[config.mk]
export PLATFORM = sky130hd
export DESIGN_NAME = hsv_value_scale
export DESIGN_NICKNAME = d
export VERILOG_FILES = /design/src/rtl/hsv_pkg.sv /design/src/rtl/hsv_div.sv /design/src/rtl/hsv_rebuild.sv /design/src/rtl/hsv_value_scale.sv
export SDC_FILE = /design/constraint.sdc
export NUM_CORES = 2
export LEC_CHECK = 0
export BUFFER_PORTS_ARGS = -buffer_cell sky130_fd_sc_hd__buf_2
export CAP_MARGIN = 0
export CORE_AREA = 2 2 237 414
export DETAILED_ROUTE_END_ITERATION = 10
export DIE_AREA = 0 0 239 416
export PLACE_DENSITY = 0.81
export REMOVE_ABC_BUFFERS = 1
export SLEW_MARGIN = 10
export SYNTH_ARGS = -nofsm -noshare
export SYNTH_HDL_FRONTEND = slang
export SYNTH_SLANG_ARGS = --single-unit
[constraint.sdc]
create_clock -name clk -period 22.7 [get_ports clk]
set_input_delay 1.135 -clock clk [delete_from_list [all_inputs] [get_ports clk]]
set_output_delay 1.135 -clock clk [all_outputs]
set_load 0.02 [all_outputs]
[src/rtl/hsv_pkg.sv]
package hsv_pkg;

	localparam logic [8:0] HUE_GREEN  = 9'd120;
	localparam logic [8:0] HUE_BLUE   = 9'd240;
	localparam logic [8:0] HUE_FULL   = 9'd360;
	localparam logic [8:0] HUE_SEXT1  = 9'd60;
	localparam logic [8:0] HUE_SEXT3  = 9'd180;
	localparam logic [8:0] HUE_SEXT5  = 9'd300;
	localparam logic [7:0] VAL_MAX    = 8'd255;
	// 2^20 / 60 rounded up; exact floor for products below 2^14
	localparam logic [14:0] RECIP_60  = 15'd17477;

	typedef enum logic [1:0] {
		MAX_RED,
		MAX_GREEN,
		MAX_BLUE
	} max_sel_t;

	typedef enum logic [2:0] {
		SEXT_0,
		SEXT_1,
		SEXT_2,
		SEXT_3,
		SEXT_4,
		SEXT_5
	} sextant_t;

	localparam logic OP_LIGHTEN = 1'b0;

	// data that rides alongside the dividers
	typedef struct packed {
		logic        opcode;
		logic [7:0]  mx;
		logic        neg;
		max_sel_t    msel;
		logic        grey;
		logic        fzero;
		logic [15:0] lprod;
	} side_t;

endpackage

[src/rtl/hsv_div.sv]
module hsv_div #(
	parameter int NW   = 16,
	parameter int DW   = 16,
	parameter int STEP = 4
) (
	input  logic          clk,
	input  logic          en,
	input  logic [NW-1:0] num,
	input  logic [DW-1:0] den,
	output logic [NW-1:0] quo
);

	localparam int NS = NW / STEP;

	logic [DW:0]   rem_s [1:NS-1];
	logic [NW-1:0] nq_s  [1:NS];
	logic [DW-1:0] den_s [1:NS-1];

	// restoring division, STEP quotient bits per stage
	for (genvar k = 0; k < NS; k++) begin : g_stage
		logic [DW:0]   r_in, r_c;
		logic [NW-1:0] n_in, n_c;
		logic [DW-1:0] d_in;

		if (k == 0) begin : g_first
			assign r_in = '0;
			assign n_in = num;
			assign d_in = den;
		end else begin : g_next
			assign r_in = rem_s[k];
			assign n_in = nq_s[k];
			assign d_in = den_s[k];
		end

		always_comb begin
			r_c = r_in;
			n_c = n_in;
			for (int i = 0; i < STEP; i++) begin
				r_c = {r_c[DW-1:0], n_c[NW-1]};
				n_c = {n_c[NW-2:0], 1'b0};
				if (r_c >= {1'b0, d_in}) begin
					r_c = r_c - {1'b0, d_in};
					n_c[0] = 1'b1;
				end
			end
		end

		always_ff @(posedge clk) begin
			if (en) begin
				nq_s[k+1] <= n_c;
			end
		end

		if (k < NS - 1) begin : g_carry
			always_ff @(posedge clk) begin
				if (en) begin
					rem_s[k+1] <= r_c;
					den_s[k+1] <= d_in;
				end
			end
		end
	end

	assign quo = nq_s[NS];

endmodule

[src/rtl/hsv_rebuild.sv]
module hsv_rebuild (
	input  logic       clk,
	input  logic       en,
	input  logic [8:0] hue,
	input  logic [7:0] sat,
	input  logic [7:0] val,
	output logic [7:0] red,
	output logic [7:0] green,
	output logic [7:0] blue
);
	import hsv_pkg::*;

	logic [15:0] p_s8;
	logic [8:0]  h_s8;
	logic [7:0]  hi_s8;
	logic [16:0] qsum;
	logic [7:0]  q255;
	sextant_t    sx_c;
	logic [8:0]  xr_c;
	logic [7:0]  lo_s9, e_s9, hi_s9;
	logic [5:0]  xr_s9;
	sextant_t    sx_s9;
	logic [13:0] m_s10;
	logic [7:0]  lo_s10, hi_s10;
	sextant_t    sx_s10;
	logic [28:0] t_c;
	logic [7:0]  rp_c;

	// chroma product
	always_ff @(posedge clk) begin
		if (en) begin
			p_s8  <= val * sat;
			h_s8  <= hue;
			hi_s8 <= val;
		end
	end

	// divide by 255 and pick the sextant
	assign qsum = {1'b0, p_s8} + {9'd0, p_s8[15:8]} + 17'd1;
	assign q255 = qsum[15:8];

	always_comb begin
		if (h_s8 < HUE_SEXT1) begin
			sx_c = SEXT_0; xr_c = h_s8;
		end else if (h_s8 < HUE_GREEN) begin
			sx_c = SEXT_1; xr_c = HUE_GREEN - h_s8;
		end else if (h_s8 < HUE_SEXT3) begin
			sx_c = SEXT_2; xr_c = h_s8 - HUE_GREEN;
		end else if (h_s8 < HUE_BLUE) begin
			sx_c = SEXT_3; xr_c = HUE_BLUE - h_s8;
		end else if (h_s8 < HUE_SEXT5) begin
			sx_c = SEXT_4; xr_c = h_s8 - HUE_BLUE;
		end else begin
			sx_c = SEXT_5; xr_c = HUE_FULL - h_s8;
		end
	end

	always_ff @(posedge clk) begin
		if (en) begin
			lo_s9 <= hi_s8 - q255;
			e_s9  <= q255;
			hi_s9 <= hi_s8;
			xr_s9 <= xr_c[5:0];
			sx_s9 <= sx_c;
		end
	end

	// ramp product
	always_ff @(posedge clk) begin
		if (en) begin
			m_s10  <= xr_s9 * e_s9;
			lo_s10 <= lo_s9;
			hi_s10 <= hi_s9;
			sx_s10 <= sx_s9;
		end
	end

	// divide by 60 through the reciprocal, then place the channels
	assign t_c  = m_s10 * RECIP_60;
	assign rp_c = t_c[27:20] + lo_s10;

	always_ff @(posedge clk) begin
		if (en) begin
			case (sx_s10)
				SEXT_0: begin red <= hi_s10; green <= rp_c; blue <= lo_s10; end
				SEXT_1: begin red <= rp_c; green <= hi_s10; blue <= lo_s10; end
				SEXT_2: begin red <= lo_s10; green <= hi_s10; blue <= rp_c; end
				SEXT_3: begin red <= lo_s10; green <= rp_c; blue <= hi_s10; end
				SEXT_4: begin red <= rp_c; green <= lo_s10; blue <= hi_s10; end
				default: begin red <= hi_s10; green <= lo_s10; blue <= rp_c; end
			endcase
		end
	end

endmodule

[src/rtl/hsv_value_scale.sv]
// Channel  Direction  tdata                                tuser
// s_axis   in         red, green, blue, scale_factor (40)  opcode
// m_axis   out        red, green, blue (24)                -
//
// One pixel enters per cycle unless a held result stalls the pipe. The depth is set by the
// three 16-bit restoring dividers (four stages of four bits each).
// arst_n clears the stage valid bits only.
// A held result stalls every stage together; nothing is lost or repeated.
module hsv_value_scale (
	input  logic        clk,
	input  logic        arst_n,
	input  logic        s_axis_tvalid,
	output logic        s_axis_tready,
	input  logic [39:0] s_axis_tdata,  // in_red, in_green, in_blue, scale_factor
	input  logic        s_axis_tuser,  // opcode
	output logic        m_axis_tvalid,
	input  logic        m_axis_tready,
	output logic [23:0] m_axis_tdata   // out_red, out_green, out_blue
);
	import hsv_pkg::*;

	localparam int NSTG = 11;

	logic            en;
	logic [NSTG:1]   vld_q;
	logic            op_s1;
	logic [7:0]      r_s1, g_s1, b_s1;
	logic [15:0]     f_s1;
	logic [7:0]      mx_c, mn_c, d_c;
	max_sel_t        ms_c;
	logic [8:0]      df_c;
	logic [7:0]      ad_c;
	logic [23:0]     lp_c;
	side_t           sb_s [2:6];
	logic [15:0]     hnum_s2, snum_s2, dnum_s2;
	logic [7:0]      hden_s2, sden_s2;
	logic [15:0]     dden_s2;
	logic [15:0]     hq, sq, dq;
	logic [8:0]      h_c;
	logic [7:0]      s_c, v_c;
	logic [15:0]     v16_c, exc_c;
	logic [8:0]      h_s7;
	logic [7:0]      s_s7, v_s7;
	logic [7:0]      ro, go, bo;

	assign en            = !vld_q[NSTG] || m_axis_tready;
	assign s_axis_tready = en;

	// advance valid bits
	always_ff @(posedge clk or negedge arst_n) begin
		if (!arst_n) begin
			vld_q <= '0;
		end else if (en) begin
			vld_q <= {vld_q[NSTG-1:1], s_axis_tvalid};
		end
	end

	// capture the transaction
	always_ff @(posedge clk) begin
		if (en) begin
			op_s1 <= s_axis_tuser;
			r_s1  <= s_axis_tdata[7:0];
			g_s1  <= s_axis_tdata[15:8];
			b_s1  <= s_axis_tdata[23:16];
			f_s1  <= s_axis_tdata[39:24];
		end
	end

	// max, min and hue difference
	always_comb begin
		mx_c = r_s1;
		mn_c = r_s1;
		if (g_s1 > mx_c) mx_c = g_s1;
		if (b_s1 > mx_c) mx_c = b_s1;
		if (g_s1 < mn_c) mn_c = g_s1;
		if (b_s1 < mn_c) mn_c = b_s1;
		d_c = mx_c - mn_c;
		if (mx_c == r_s1) begin
			ms_c = MAX_RED;   df_c = {1'b0, g_s1} - {1'b0, b_s1};
		end else if (mx_c == g_s1) begin
			ms_c = MAX_GREEN; df_c = {1'b0, b_s1} - {1'b0, r_s1};
		end else begin
			ms_c = MAX_BLUE;  df_c = {1'b0, r_s1} - {1'b0, g_s1};
		end
		ad_c = df_c[8] ? 8'(-df_c) : df_c[7:0];
		lp_c = mx_c * f_s1;
	end

	always_ff @(posedge clk) begin
		if (en) begin
			sb_s[2].opcode <= op_s1;
			sb_s[2].mx     <= mx_c;
			sb_s[2].neg    <= df_c[8];
			sb_s[2].msel   <= ms_c;
			sb_s[2].grey   <= (d_c == 8'd0);
			sb_s[2].fzero  <= (f_s1 == 16'd0);
			sb_s[2].lprod  <= lp_c[23:8];
			hnum_s2 <= 16'd60 * {8'd0, ad_c};
			hden_s2 <= d_c;
			snum_s2 <= {8'd0, VAL_MAX} * {8'd0, d_c};
			sden_s2 <= mx_c;
			dnum_s2 <= {mx_c, 8'd0};
			dden_s2 <= f_s1;
		end
	end

	// hold side data level with the dividers
	for (genvar k = 3; k <= 6; k++) begin : g_side
		always_ff @(posedge clk) begin
			if (en) begin
				sb_s[k] <= sb_s[k-1];
			end
		end
	end

	hsv_div #(.NW(16), .DW(8), .STEP(4)) u_hue_div (
		.clk(clk), .en(en), .num(hnum_s2), .den(hden_s2), .quo(hq)
	);

	hsv_div #(.NW(16), .DW(8), .STEP(4)) u_sat_div (
		.clk(clk), .en(en), .num(snum_s2), .den(sden_s2), .quo(sq)
	);

	hsv_div #(.NW(16), .DW(16), .STEP(4)) u_dark_div (
		.clk(clk), .en(en), .num(dnum_s2), .den(dden_s2), .quo(dq)
	);

	// finish hue, scale value, clamp overshoot
	always_comb begin
		if (sb_s[6].grey) begin
			h_c = 9'd0;
		end else begin
			case (sb_s[6].msel)
				MAX_RED:   h_c = sb_s[6].neg ? ((hq[5:0] == 6'd0) ? 9'd0
				                 : HUE_FULL - {3'd0, hq[5:0]}) : {3'd0, hq[5:0]};
				MAX_GREEN: h_c = sb_s[6].neg ? HUE_GREEN - {3'd0, hq[5:0]}
				                 : HUE_GREEN + {3'd0, hq[5:0]};
				default:   h_c = sb_s[6].neg ? HUE_BLUE - {3'd0, hq[5:0]}
				                 : HUE_BLUE + {3'd0, hq[5:0]};
			endcase
		end
		s_c = (sb_s[6].mx == 8'd0) ? 8'd0 : sq[7:0];
		if (sb_s[6].opcode == OP_LIGHTEN) begin
			v16_c = sb_s[6].lprod;
		end else if (sb_s[6].fzero) begin
			v16_c = (sb_s[6].mx != 8'd0) ? 16'hFFFF : 16'd0;
		end else begin
			v16_c = dq;
		end
		exc_c = v16_c - {8'd0, VAL_MAX};
		if (v16_c > {8'd0, VAL_MAX}) begin
			v_c = VAL_MAX;
			s_c = ({8'd0, s_c} > exc_c) ? s_c - exc_c[7:0] : 8'd0;
		end else begin
			v_c = v16_c[7:0];
		end
	end

	always_ff @(posedge clk) begin
		if (en) begin
			h_s7 <= h_c;
			s_s7 <= s_c;
			v_s7 <= v_c;
		end
	end

	hsv_rebuild u_rebuild (
		.clk(clk), .en(en), .hue(h_s7), .sat(s_s7), .val(v_s7),
		.red(ro), .green(go), .blue(bo)
	);

	assign m_axis_tvalid = vld_q[NSTG];
	assign m_axis_tdata  = {bo, go, ro};

`ifndef NO_ASSERTIONS
	a_hue_range: assert property (@(posedge clk) disable iff (!arst_n)
		vld_q[7] |-> (h_s7 < HUE_FULL))
		else $error("hue out of range");

	a_stall_hold: assert property (@(posedge clk) disable iff (!arst_n)
		!en |=> $stable(h_s7) && $stable(v_s7) && $stable(vld_q))
		else $error("pipeline moved during stall");

	a_clamp: assert property (@(posedge clk) disable iff (!arst_n)
		vld_q[7] && (v_s7 != VAL_MAX) |-> (s_s7 <= VAL_MAX))
		else $error("saturation invalid");
`endif

endmodule

* Word level (Yosys, flattened, before mapping) *
Memories as Yosys holds them, arrays and structs flattened.
Cells that the tools add are included.

storage, ports and cells
  flip-flop bits (word level) = 260
  RAM bits = 543
  word-level logic and storage cells = 323
  memories kept = 10

memory list
  name              words  bits a word  read ports  clocked after memory_dff  write ports  line                   RTL
  sb_s              5      30           5           0                         5            hsv_value_scale.sv:34  side_t sb_s [2:6];
  u_dark_div.nq_s   4      16           4           0                         4            hsv_div.sv:16          logic [NW-1:0] nq_s [1:NS];
  u_hue_div.nq_s    4      16           4           0                         4            hsv_div.sv:16
  u_sat_div.nq_s    4      16           4           0                         4            hsv_div.sv:16
  u_dark_div.rem_s  3      17           3           0                         3            hsv_div.sv:15          logic [DW:0] rem_s [1:NS-1];
  u_dark_div.den_s  3      16           3           0                         3            hsv_div.sv:17          logic [DW-1:0] den_s [1:NS-1];
  4 more memories   -      -            -           -                         -            -

cells by class
  add/subtract/negate cells = 66
  multipliers = 6
  order comparisons = 59
  equality and inequality tests = 7
  mux-type cells = 127
  reductions and logical operators = 17

operators with widths
  operator                                                                          number
  9-bit by 8-bit greater-or-equal comparator with 1-bit output                      30
  8-bit 2-to-1 mux                                                                  32
  17-bit by 16-bit greater-or-equal comparator with 1-bit output                    15
  16-bit 2-to-1 mux                                                                 15
  8-bit subtractor                                                                  25
  16-bit subtractor                                                                 11
  9-bit 2-to-1 mux                                                                  12
  9-bit by 8-bit subtractor with 9-bit output                                       6
  1-bit 2-to-1 mux                                                                  52
  17-bit 2-to-1 mux                                                                 3
  17-bit by 16-bit subtractor with 17-bit output                                    3
  8-bit case mux with 2 select lines                                                3
  6-bit 2-to-1 mux                                                                  5
  14-bit by 15-bit multiplier with 28-bit output, second input constant             1
  8-bit by 8-bit subtractor with 9-bit output                                       3
  8-bit by 16-bit multiplier with 24-bit output                                     1
  9-bit by 8-bit less-than comparator with 1-bit output, second input constant      2
  9-bit case mux with 2 select lines                                                1
  6-bit subtractor, first input constant                                            3
  16-bit by 1-bit adder with 16-bit output, second input constant                   1
  16-bit by 8-bit adder with 16-bit output                                          1
  8-bit == test                                                                     2
  1-bit by 16-bit greater-or-equal comparator with 1-bit output                     1
  16-bit by 8-bit greater-than comparator with 1-bit output, second input constant  1
  other kinds (39)                                                                  53

* Logic depth before layout (Yosys ltp) *
  word-level depth = 10
  depth in mapped cells = 54
  mapped depth without buffers = 49

* Hierarchy *
Synthesis repeated with hierarchy kept, for this count alone.

unflattened totals
  cells, all modules = 6570
  area, all modules = 67454.7 µm²

by module, submodules not included
  module                instances  cells each  area each (µm²)  sequential area each (µm²)
  hsv_value_scale       1          1645        19097.1          8293.0
  hsv_div (u_dark_div)  1          1970        17958.5          4804.6
  hsv_rebuild           1          1004        11015.6          3693.5
  hsv_div (u_hue_div)   1          987         9858.2           3363.2
  hsv_div (u_sat_div)   1          964         9525.4           3363.2

* Worst setup path after synthesis *
OpenSTA, ideal clock, no wires.

  kind = input -> register
  start point = in m_axis_tready
  end point = reg vld_q[10] (netlist name)
  library setup time = 0.166 ns
  arrival = 21.705 ns
  data required time = 22.534 ns
  setup slack = 0.829 ns
  stages = 3
  buffers on the path = 1
  cell sequence = nand2b_1 > buf_1 > mux2_2

on the way
  cells in the longest elaborated chain, start to end = 1

ends and longest elaborated chain
  element                  line                   RTL
  from (decl)              hsv_value_scale.sv:17  input logic m_axis_tready,
  1-bit logical OR         hsv_value_scale.sv:46  assign en = !vld_q[NSTG] || m_axis_tready;
  named net s_axis_tready  hsv_value_scale.sv:13  output logic s_axis_tready,
  to (signal assigned)     hsv_value_scale.sv:54  vld_q <= {vld_q[NSTG-1:1], s_axis_tvalid};
  to (decl)                hsv_value_scale.sv:25  logic [NSTG:1] vld_q;

The timed path passes the listed nets, and every way through them passes these cells.
A chain may end at the register's enable or synchronous reset.

==> results.md <==
* Sequential share of the synthesized area at 32.3%
* Initial antenna violation count at 0
* Max incr delay on CP at 0.72 ns
* Die width at about 240 um
* Final setup fails at 0
* Die area at slightly below 100000 sq um
* Syn Area/Cell at 9.97 sq um
* Yosys warnings at 0
* Post-Synthesis Cells at 6206
* CTS Buf Count at 67
* IO Pins at around 70
* Setup WS pre-CTS at 9.87 ns
* WL/cell at 19.1 um
* Slew @ Worst Pin at between 1 and 1.5 ns
* FMAX at between 70 and 80 MHz
* Vias in the first global route at between 40k and 50k
* WP data arrival at 13.58 ns
* Post-layout util at 68.4%
* First-pass DRT Iterations at 8
* Setup TNS at 0 ns
* Largest cells by area after synthesis: edfxtp_1 32%, ha_1 16%, fa_1 7.9%
* Fin Hold WS at 0.327 ns
* Commonest non-fill, non-tap cell in the layout: ha_1
* Final Hold Viols at 0
* Slew headroom at 17.5%
* Number of placement rows at ~150
* CP Data Required Time at about 23 ns
* Leading area contributor after synthesis: edfxtp_1
* Top-area cell type share of the netlist area at 31.9%
* GRT Overall Usage at just under 30%
* Synth Area in XOR/XNOR at around 6.3%
* CTS H-tree lvls at 3
* Die height at 416 um
* ANT nets after route at 0
* Post-CTS Resized at 0
* Iter 0 DRT Violations at about 2.4k
* CTS Hold Bufs at 0
* Max Slew Vio Count at 0
* Vias per Instance at 6.19
* Adder-Cell Fraction of Synth Area at between 20% and 30%
* Worst skew pair latency at between 0.6 and 0.7 ns
* Final min period at about 13 ns
* M3 GR Usage at under 10%
* EDFF count, synth at between 600 and 700
* Reg-to-reg endpoint: u_dark_div.rem_s[0][44]$_DFFE_PP_
* Busiest grt layer: met2
* Fill count at 7232
* Status: complete, no violations
* Reg2Reg Launch Point: u_dark_div.den_s[0][17]$_DFFE_PP_
* DRT Wirelength at 144000 um
* HP Class: in -> async
* Buffers added on ports at 70
* Most frequent cells in the layout: 809 x ha_1, 707 x inv_1, 657 x edfxtp_1
* Clock root buffer: clkbuf_16
* Largest family of logic cells by synthesized area: adder cells
* Met1 usage at 27.1%
* Final period util at ~58%
* Unrepaired setup endpoints after global routing: no
* CTS Buffer Depth at 3
* Seq cells post-synth at between 600 and 700
* Setup ws final at approximately 9.5 ns
* Synth async-reset ratio at ~1.6%
* Final nets at 7378
* Mux contribution to synthesized area at around 5.7%
* Core ar. at 96400 sq um
* Max Cap Viol at 0
* Clock-pin transition on the worst setup and hold timing paths at roughly 0.06 ns
* Simple-gate share of the synthesized area at between 10% and 20%
* Clk_skew at roughly 0.018 ns
* Setup Buffers After CTS at 0
* Synth cell types at 101
* Worst reg2reg setup slack at ~9.5 ns
* Peak fanout along the critical path at 24
* DRC Markers at 0
* GR Util met2 at a little under three fifths
* RePlAce Congestion at around 0.97
* Ys flop type: edfxtp_1
* R2R depth at 48
* Antenna Cells at 0
* Crit path from: u_dark_div.den_s[0][17]$_DFFE_PP_
* Compound-Gate Fraction of Synth Area at 14.6%
* Mapped Area at between 60000 and 70000 sq um
* Share of cells above drive strength 1 at a little over 8%
* Initial Util at between 60% and 70%
* CP max stage cell: o41ai_1
* TritonCTS clock tree: yes
* Via count at about 47k
* Sink Count at approximately 670
* First-pass GRT wire length at around 230000 um
* Critical path capture point type: register
* GRT Residual Overflow at 0
* Area growth syn-to-layout at 6.58%
* Worst setup SP type: register
* Largest net degree at the start of global routing at roughly 190
* Final HPWL from detailed placement at 114000 um
* CP Class: reg -> reg
==> layer usage <==
layer | share of wire [%] | wire length (um)
met1 | 34 | 48700
met2 | 56 | 80300
met3 | 3.4 | 4960
met4 | 7.1 | 10300
met5 | 0 | 0
==> area by class of cell <==
cell class,instances,area (sq um),share of cell area [%]
Clock buffer,76,1800,2.72
Sequential cell,668,20000,30.3
Multi-Input combinational cell,4728,38800,58.8
Clock inverter,46,510,0.774
Inverter,714,2680,4.07
Timing Repair Buffer,101,608,0.922
Tap cell,1224,1530,2.32
==> cell families (layout without fill, tap and decap cells) <==
| kind of cell | after synthesis | after routing |
|---|---|---|
| compound gates | 1404 | 1404 |
| xor+xnor | 443 | 443 |
| fa+ha+maj | 1053 | 1053 |
| buf+inv | 812 | 937 |
| flops | 668 | 668 |
| mux | 323 | 323 |
| other cells | 1 | 3 |
| simple gates | 1502 | 1502 |
==> how the worst max path moves through the flow <==
stage / end / slack [ns] / cells after the start
after floorplan: vld_q[10]$_DFFE_PN0P_ / 3.27 / 2
after global placement: u_dark_div.rem_s[0][49]$_DFFE_PP_ / 10.08 / 50
after detailed placement: u_dark_div.rem_s[0][41]$_DFFE_PP_ / 9.87 / 48
after CTS: u_dark_div.rem_s[0][41]$_DFFE_PP_ / 9.79 / 48
after global routing: u_dark_div.rem_s[0][41]$_DFFE_PP_ / 8.82 / 48
final: u_dark_div.rem_s[0][44]$_DFFE_PP_ / 9.52 / 48
==> critical path, delay by kind of cell, from the launching register on <==
| kind | cells | cell delay, ns |
|---|---|---|
| flip-flops | 1 | 0.47 |
| adder cells (fa/ha/maj) | 4 | 1.27 |
| buffers and inverters | 8 | 2.04 |
| AND/OR/NAND/NOR | 11 | 1.99 |
| AO/OA/AOI/OAI | 25 | 7.14 |
==> metrics by stage <==
stage,cell area (sq um),instances
final,65900,7557
after CTS,65900,7557
after detailed placement,63600,7435
after global placement,63600,7435
after global routing,65900,7557
after floorplan,61500,6110
==> synthesized netlist by cell type (25+ instances only) <==
cell / number
a211oi_1: 31
a21boi_0: 68
a21o_1: 137
a21oi_1: 412
a31oi_1: 28
and2_1: 132
clkbuf_1: 68
edfxtp_1: 657
fa_1: 244
ha_1: 809
inv_1: 707
mux2_2: 213
mux2i_1: 95
nand2_1: 453
nand2b_1: 84
nand3_1: 75
nand4_1: 78
nor2_1: 368
nor2b_1: 105
nor3_1: 72
nor4_1: 26
o211ai_1: 26
o21a_1: 76
o21ai_0: 330
o21bai_1: 53
o22ai_1: 25
xnor2_1: 312
xor2_1: 131
==> sequential cells by signal, summed over array words and instances, names as in the netlist, 16 cells and up <==
signal            flops
snum_s2              16
u_dark_div.nq_s      40
u_rebuild.p_s8       16
sb_s                120
u_hue_div.den_s      24
u_dark_div.den_s     48
u_hue_div.rem_s      24
dden_s2              16
f_s1                 16
u_sat_div.den_s      23
u_dark_div.rem_s     48
u_sat_div.nq_s       33
u_hue_div.nq_s       26
u_sat_div.rem_s      24
Power is not shown: default switching activity piles up to over one toggle a cycle in this logic, so the estimate is an artifact.
